<file path="src/rtl/core/mtf_pkg.sv">
// Shared types and constants for the move-to-front codec.
// No dependencies; every other file of the block imports this package.
`default_nettype none

package mtf_pkg;

   localparam int unsigned SYMBOL_W    = 8;
   localparam int unsigned ALPHABET    = 256;
   localparam int unsigned GROUP_SIZE  = 16;
   localparam int unsigned GROUP_COUNT = ALPHABET / GROUP_SIZE;

   // configuration port
   localparam int unsigned CSR_ADDR_W  = 3;
   localparam int unsigned CSR_DATA_W  = 32;
   localparam int unsigned CSR_INDEX_W = 1;
   localparam logic [CSR_INDEX_W-1:0] REG_MODE = 1'b0;

   localparam logic MODE_ENCODE = 1'b0;
   localparam logic MODE_DECODE = 1'b1;

   typedef enum logic [2:0] {
      ST_IDLE,
      ST_MATCH,
      ST_REDUCE,
      ST_LOCATE,
      ST_MOVE
   } mtf_state_type;

   // control shared by every cell in the row
   typedef struct packed {
      logic load_identity;
      logic compare_en;
      logic move_en;
      logic decode;
   } mtf_cell_ctl_type;

endpackage

`default_nettype wire

</file>
<file path="src/rtl/core/mtf_cell.sv">
// One list cell: holds one list symbol, compares it (its index if decoding)
// with the word and shifts from its neighbour on a move. Depends on mtf_pkg.
`default_nettype none

module mtf_cell import mtf_pkg::*; (
   input  wire logic                clock,
   input  wire logic                reset,
   input  wire logic [SYMBOL_W-1:0] cell_index,
   input  wire mtf_cell_ctl_type    ctl,
   input  wire logic [SYMBOL_W-1:0] data_byte,
   input  wire logic [SYMBOL_W-1:0] move_pos,
   input  wire logic [SYMBOL_W-1:0] prev_symbol,
   output      logic [SYMBOL_W-1:0] symbol,
   output      logic                hit
);

   logic [SYMBOL_W-1:0] symbol_ff, symbol_in;
   logic                hit_ff, hit_in;

   always_comb begin
      symbol_in = symbol_ff;
      if (ctl.load_identity) begin
         symbol_in = cell_index;
      end else if (ctl.move_en && (cell_index <= move_pos)) begin
         symbol_in = prev_symbol;
      end
   end

   always_comb begin
      hit_in = hit_ff;
      if (ctl.compare_en) begin
         hit_in = ctl.decode ? (cell_index == data_byte) : (symbol_ff == data_byte);
      end
   end

   always_ff @(posedge clock) begin
      if (reset) begin
         symbol_ff <= cell_index;
      end else begin
         symbol_ff <= symbol_in;
      end
   end

   always_ff @(posedge clock) begin
      hit_ff <= hit_in;
   end

   assign symbol = symbol_ff;
   assign hit    = hit_ff;

endmodule

`default_nettype wire

</file>
<file path="config.mk">
export PLATFORM = sky130hd
export DESIGN_NAME = mtf_cell
export DESIGN_NICKNAME = d
export VERILOG_FILES = /design/src/rtl/core/mtf_pkg.sv /design/src/rtl/core/mtf_cell.sv
export SDC_FILE = /design/constraint.sdc
export NUM_CORES = 1
export LEC_CHECK = 0
export BUFFER_PORTS_ARGS = -buffer_cell sky130_fd_sc_hd__buf_2
export CAP_MARGIN = 20
export CORE_UTILIZATION = 39
export CTS_BUF_LIST = sky130_fd_sc_hd__clkbuf_8
export DETAILED_ROUTE_END_ITERATION = 10
export PLACE_DENSITY = 0.77
export RECOVER_POWER = 25
export REMOVE_ABC_BUFFERS = 1
export SLEW_MARGIN = 20
export SYNTH_ARGS = -nofsm -noshare
export SYNTH_HDL_FRONTEND = slang
export SYNTH_SLANG_ARGS = --single-unit
</file>
<file path="constraint.sdc">
create_clock -name clock -period 1.5 [get_ports clock]
set_input_delay 0.15 -clock clock [delete_from_list [all_inputs] [get_ports clock]]
set_output_delay 0.15 -clock clock [all_outputs]
set_load 0.01 [all_outputs]
</file>
Yosys cells after proc, flatten, opt, wreduce, memory -nomap -nowiden
Index checks and enable logic that the tools add are counted.
Word-level totals
  register bits after elaboration: 9
  output and inout bits: 9
  word-level logic and storage cells: 11
Operators by class
  magnitude comparators: 1
  equality and inequality tests: 2
  muxes and demuxes: 4
  reduce and logical (&&, ||, !) cells: 2
Operator list (number)
  $mux 8: 3
  $eq 8x8->1: 2
  $le 8x8->1: 1
  $reduce_bool 3->1: 1
  $logic_and 1x1->1: 1
  $mux 1: 1

Longest topological paths before layout
Gate-level depths: netlist of run 1.
  depth in word-level cells: 5
  depth in mapped cells: 6
  mapped depth without buffers: 6

Worst setup path before layout of run 1
OpenSTA, ideal clock, no wires.
  kind: in2reg
  from: input move_pos[5]
  to: register symbol_ff[0], in the netlist symbol[0] (enable)
  arrival: 1.247 ns
  required time: 1.163 ns
  slack: -0.084 ns
  cell stages on the path: 6
  path buffers: 0
  path through: inv_1 -> ha_1 -> a211oi_1 -> o211a_1 -> and2_0 -> a311o_1
On the way
  longest elaborated chain between the ends: 3
Ends and longest elaborated chain
  start, declared: line mtf_cell.sv:11  | input wire logic [SYMBOL_W-1:0] move_pos,
  $le 8x8->1: line mtf_cell.sv:24  | end else if (ctl.move_en && (cell_index <= move_pos)) begin
  $logic_and 1x1->1: line mtf_cell.sv:24
  $reduce_bool 3->1 (no line)
  end signal, assigned: line mtf_cell.sv:38  | symbol_ff <= cell_index;
  end signal, assigned: line mtf_cell.sv:40  | symbol_ff <= symbol_in;
  end, declared: line mtf_cell.sv:17  | logic [SYMBOL_W-1:0] symbol_ff, symbol_in;
Every way passes these cells.
A chain may end at the register's enable or synchronous reset.

Final worst setup path of run 1
  from: input cell_index[6]
  to: register symbol_ff[2], in the netlist symbol[2] (enable)
On the way
  longest elaborated chain between the ends: 3
Ends and longest elaborated chain
  start, declared: line mtf_cell.sv:8  | input wire logic [SYMBOL_W-1:0] cell_index,
  $le 8x8->1: line mtf_cell.sv:24
  $logic_and 1x1->1: line mtf_cell.sv:24
  $reduce_bool 3->1 (no line)
Every way passes these cells.

==> flow_metrics.tcl, run 1 <==
set metrics [dict create \
    cp_max_fo 8 \
    path_cells "buf_2 -> ha_1 -> o21ai_0 -> o211a_1 -> and2_0 -> a311o_2" \
    clkPwrFrac_pct 31.8 \
    io_pins 47 \
    cts_max_path_buffers 2 \
    fp.dieW_um 46.0 \
    cp_top_family "compound AO/OA/AOI/OAI gates" \
    critPathMaxStageDelay_ns 0.41 \
    r2r_start "symbol[7]" \
    clk_pin_slew_ns 0.05 \
    hold-worst-slack_ns 0.124 \
    intPower_uw 623 \
    start_kind "input port" \
    fillers 151 \
    track_usage_pct 18.7 \
    multi_input_comb_area_sq_um 442 \
    dpl_cell_area_sq_mm 0.00106 \
    start_util_pct 42.8 \
    grt-busiest-layer "met2" \
    use_met3_pct 3.57 \
    regToRegEndpoint "hit" \
    r2r_cells 4 \
    crit_required_ns 1.46 \
    layout_min_cycle_time_ns 1.45 \
    end_kind "flip-flop" \
    cp_num_buf_inv 1 \
    grt_overflow 0 \
    synthCells 69 \
    antenna_found_initial 0 \
    routed_wl_mm 1.76 \
    relSlewSlack_pct 70.6 \
    grt_use_met1_pct 19.7 \
    setup_viol 0 \
    power_uw 845 \
    seqCellArea_sq_um 270 \
    drt-initial-drc-count 12 \
    worst_pin_slew_ns 0.441 \
    grtUsageMet2_pct 35.8 \
    power_switching_share_pct 26.3 \
    critPathCapture "symbol[2]" \
    ff2ff_setup_slack_ns 0.40 \
    ys_warn_count 0 \
    critPathLaunch "cell_index[6]" \
    p_switching_uw 222 \
    nets 172 \
    clock_skew_ns 0.00216 \
    antennaDiodeCount 0 \
    pwr-share-seq_pct 38.7 \
    path_class "input port to flip-flop" \
    remaining_drc_errors 0 \
    core_area_sq_mm 0.00176 \
    synthToLayoutAreaGrowth_pct 45.9 \
    stdcell_area_sq_mm 0.00110 \
    stdcell_count 150 \
    combPwrFrac_pct 29.5 \
    post-route-period-util_pct 96.5 \
    dieArea_sq_mm 0.00212 \
    cts_tree "built" \
    hold_path.class "input port to flip-flop" \
    irDropWorstVdd_mv 0.394 \
    ys_types 20 \
    status "finished, final reports clean" \
    arrival_ns 1.40 \
    grt_max_degree 10 \
    timing.max_cap.violations 0 \
    slew_viol_final 0 \
    hpwl_mm 1.53 \
    avgRoutedWirePerCell_um 11.7 \
    viasPerCell 4.73 \
    grt_pass1_wl_mm 2.79 \
    grt_pass1_vias 699 \
    path_depth 6 \
    firstDrtPassIters 4 \
    rsz0062_at_grt "no" \
    hold_violations 0 \
    numCtsBuffers 3 \
    cp_slowest_cell "a311o_2" \
    worstSkewPairLatency_ns 0.23 \
    drive_gt1_share_pct 49.6 \
    max_freq_mhz 691 \
    vias 709 \
    num_rows 15 \
    io_buffers 46 \
    p_per_area_mw_per_mm2 767 \
    clock-sinks 9 \
    placed_cells_incl_taps 146 \
    avgSynthCellArea_sq_um 11.0 \
    ys_ff_latch 9 \
    clk_root_buffer_cell "clkbuf_8" \
    p_leak_uw 0.000576 \
    syn-cell-area_sq_um 756 \
    drtAntennaViolNets 0 \
    worstHoldPathCells 1 \
    gp_congestion 0.753 \
    ys_seq_area_share_pct 35.8 \
    fp.dieH_um 46.0 \
    cts_max_level 1 \
]
-- sequential cells by signal, summed over array words and instances (netlist names) --
signal,cells
symbol,8
hit,1
-- power by group through the flow --
| stage | clock network (uW) | logic [uW] | registers [uW] |
|---|---|---|---|
| final | 269 | 249 | 327 |
| after global routing | 287 | 276 | 331 |
| after CTS | 268 | 254 | 328 |
| after detailed placement | 0 | 251 | 332 |
| after global placement | 0 | 243 | 331 |
| after floorplan | 0 | 110 | 348 |
-- synth_stat cells (all sizes together) --
cell    number  area share (%)
nand4        3             2.5
nand2        2            0.99
mux2         7              10
buf          1            0.99
o21ai        3             2.0
a211oi       1            0.99
nand3        1            0.66
a311o        1             1.3
nor2         2             1.3
nor2b        1            0.83
o21a         1            0.99
mux2i        8              11
and2         1            0.83
o211a        1             1.3
inv         10             5.0
o31ai        1            0.99
xor2         8             9.3
ha           8              13
edfxtp       9              36
-- timing repair --
item                                    4_1_cts  5_1_grt
endpoints found under the setup margin        8        8
pin swaps                                     0        1
gates resized for setup                       1        1
buffers inserted                              0        0
hold buffers                                  0        0
-- placed cells by master (no fill, tap or decap) --
cell	Yosys	layout
o21a_1	1	1
clkbuf_8	0	3
o21ai_0	3	2
nand4_1	3	3
nand3_1	1	1
nor2_2	1	1
clkbuf_1	0	3
inv_1	10	11
a311o_2	0	1
o211a_1	1	1
nand2_1	2	2
a211oi_1	1	1
and2_0	1	1
mux2i_1	8	8
o31ai_1	1	1
edfxtp_1	9	9
buf_2	0	44
nor2_1	1	1
ha_1	8	8
o21ai_1	0	1
nor2b_1	1	1
buf_4	1	6
mux2_2	7	7
xor2_1	8	8
-- worst register-to-register path, delay by kind of cell, from the launching register on --
| family | cells | cell delay (ns) |
|---|---|---|
| AND/OR/NAND/NOR | 2 | 0.23 |
| multiplexers | 1 | 0.18 |
| flip-flops | 1 | 0.40 |
| XOR/XNOR | 1 | 0.17 |
-- logic make-up (layout without fill, tap and decap cells) --
kind of cell               after synthesis  after routing  share of synthesized area (%)
AOI/OAI and AO/OA                        8              8                           7.62
xor gates and xnor gates                 8              8                           9.27
adders and majority gates                8              8                           13.2
buffers and inverters                   11             67                           5.96
DFF                                      9              9                           35.8
muxes                                   15             15                           21.0
and+or+nand+nor                         10             10                           7.12
-- layout make-up --
cell class              instances  share of cell area, %
clock buffers                   3                   3.75
clock inverters                 1                  0.341
inverters                      10                   3.41
multi-input cells              49                   40.1
flip-flops and latches          9                   24.5
well taps                      25                   2.84
repair buffers                 53                   25.1
-- through the flow --
stage	setup slack, ns	setup TNS [ns]	utilization [%]
finish	0.0524	0	62.5
global route	0.00387	0	62.5
CTS	0.00691	0	62.8
detailed placement	-0.320	-2.56	60.2
global placement	-0.283	-2.26	60.2
floorplan	-0.0841	-0.673	-
-- how the worst min path moves through the flow --
stage | slack [ns] | from | to
2_1_floorplan | 0.26 | ctl[2] | hit
3_3_place_gp | 0.35 | ctl[2] | hit
3_5_place_dp | 0.36 | ctl[2] | hit
4_1_cts | 0.12 | ctl[2] | hit
5_1_grt | 0.12 | ctl[2] | hit
6_report | 0.12 | ctl[2] | hit
-- per-layer routing --
layer,vias up,share of wire [%]
met3,2,6.8
met4,0,1.1
li1,360,-
met1,317,42
met2,30,50
met5,-,0
(Power assumes the default switching activity.)
==> run 2: changes to the inputs <==
--- a/config.mk
+++ b/config.mk
@@ -5,11 +5,12 @@
 export SDC_FILE = /design/constraint.sdc
 export NUM_CORES = 1
 export LEC_CHECK = 0
-export BUFFER_PORTS_ARGS = -buffer_cell sky130_fd_sc_hd__buf_2
+export BUFFER_PORTS_ARGS = -buffer_cell sky130_fd_sc_hd__buf_4
 export CAP_MARGIN = 20
 export CORE_UTILIZATION = 39
 export CTS_BUF_LIST = sky130_fd_sc_hd__clkbuf_8
 export DETAILED_ROUTE_END_ITERATION = 10
+export GPL_ROUTABILITY_DRIVEN = 0
 export PLACE_DENSITY = 0.77
 export RECOVER_POWER = 25
 export REMOVE_ABC_BUFFERS = 1
==> flow_metrics.tcl, run 2 (synthesis gave the netlist of run 1 again) <==
set metrics [dict create \
    status "finished, final reports clean" \
    firstDrtPassIters 4 \
    setup_viol 0 \
    final_cell_mix "buf_4 (46), inv_1 (11), edfxtp_1 (9), mux2i_1 (8), xor2_1 (8)" \
    stdcell_area_sq_mm 0.00124 \
    clkPwrFrac_pct 30.0 \
    drive_gt1_share_pct 50.8 \
    tns_ns 0 \
    intPower_uw 665 \
    hold_violations 0 \
    p_switching_uw 231 \
    io_pins 47 \
    drtAntennaViolNets 0 \
    cp_num_buf_inv 2 \
    viasPerCell 4.87 \
    cp_max_fo 8 \
    fp.dieW_um 46.0 \
    dieArea_sq_mm 0.00212 \
    drt-initial-drc-count 3 \
    path_cells "buf_4 -> inv_1 -> ha_4 -> a211oi_2 -> o211a_1 -> and2_0 -> a311o_2" \
    nets 171 \
    cts_max_level 1 \
    dpl_cell_area_sq_mm 0.00117 \
    cts_tree "built" \
    path_class "input port to flip-flop" \
    hold-worst-slack_ns 0.134 \
    num_rows 15 \
    clock-sinks 9 \
    grt_max_degree 10 \
    slew_viol_final 0 \
    p_leak_uw 0.000603 \
    cp_slowest_cell "a311o_2" \
    vias 726 \
    combPwrFrac_pct 33.1 \
    remaining_drc_errors 0 \
    crit_required_ns 1.46 \
    grt_pass1_wl_mm 2.69 \
    antenna_found_initial 0 \
    fp.dieH_um 46.0 \
    clk_root_buffer_cell "clkbuf_8" \
    worst_pin_slew_ns 0.436 \
    p_per_area_mw_per_mm2 723 \
    clk_pin_slew_ns 0.04 \
    start_kind "input port" \
    critPathMaxStageDelay_ns 0.41 \
    place_ws_ns -0.319 \
    max_freq_mhz 687 \
    start_util_pct 42.8 \
    core_area_sq_mm 0.00176 \
    cp_top_family "compound AO/OA/AOI/OAI gates" \
    arrival_ns 1.41 \
    setup_ws_ns 0.0452 \
    timing.max_cap.violations 0 \
    avgRoutedWirePerCell_um 13.2 \
    routed_wl_mm 1.97 \
    cts_hold_buf 0 \
    numCtsBuffers 3 \
    irDropWorstVdd_mv 0.414 \
    hpwl_mm 1.53 \
    antennaDiodeCount 0 \
    grt_pass1_vias 671 \
    hold_path.class "input port to flip-flop" \
    pwr-share-seq_pct 36.8 \
    largest_register_ffs 8 \
    worstSkewPairLatency_ns 0.23 \
    post-route-period-util_pct 97.0 \
    relSlewSlack_pct 71.0 \
    mostFrequentLayoutCell "buf_4" \
    cts_max_path_buffers 2 \
    track_usage_pct 18.1 \
    clock_skew_ns 0.00335 \
    io_buffers 46 \
    grt_overflow 0 \
    synthToLayoutAreaGrowth_pct 64.1 \
    power_switching_share_pct 25.8 \
    layout_min_cycle_time_ns 1.45 \
    end_kind "flip-flop" \
]
## run 2: changes by cell type in the layout (fill, tap and decap cells not counted), sizes merged
cell    delta
buf        -4
clkbuf     +3
## run 2: routing by layer
layer | wire [um] | global-route usage [%]
met4 | 42 | 10.6
met5 | 0 | 0
met3 | 165 | 2.38
met1 | 815 | 21.5
met2 | 942 | 30.7
## run 2: what timing repair did
action | in CTS | in global routing
hold endpoints to repair | 0 | 0
endpoints found under the setup margin | 8 | 8
pin swaps | 0 | 1
buffers inserted | 0 | 0
resized for setup | 1 | 5
## run 2: final cells by class
cell class                 count  area [sq um]
multi-input combinational     49           484
timing repair buffer          52           372
clock buffer                   3          41.3
fill                         153           524
tap                           25          31.3
clock inverter                 1          3.75
inverter                      10          37.5
sequential                     9           270
## run 2: metrics by stage
step / power, uW / std cells / util, %
final: 896 / 149 / 70.3
after global routing: 941 / 149 / 70.3
after CTS: 892 / 149 / 68.9
after detailed placement: 624 / 145 / 66.3
after global placement: 619 / 145 / 66.3
after floorplan: 457 / 68 / -
## run 2: power groups by stage
stage	clock (uW)	combinational, uW	sequential (uW)
CTS	270	291	331
global route	282	327	332
floorplan	0	110	348
finish	269	297	330
global placement	0	284	334
detailed placement	0	289	335
## run 2: worst paths after layout
path	startpoint	slack (ns)	cells after the start	to
min reg2reg	symbol[1]	0.85	4	hit
max reg2reg	symbol[3]	0.40	4	hit
max	move_pos[5]	0.05	7	symbol[4]
min	ctl[2]	0.13	1	hit
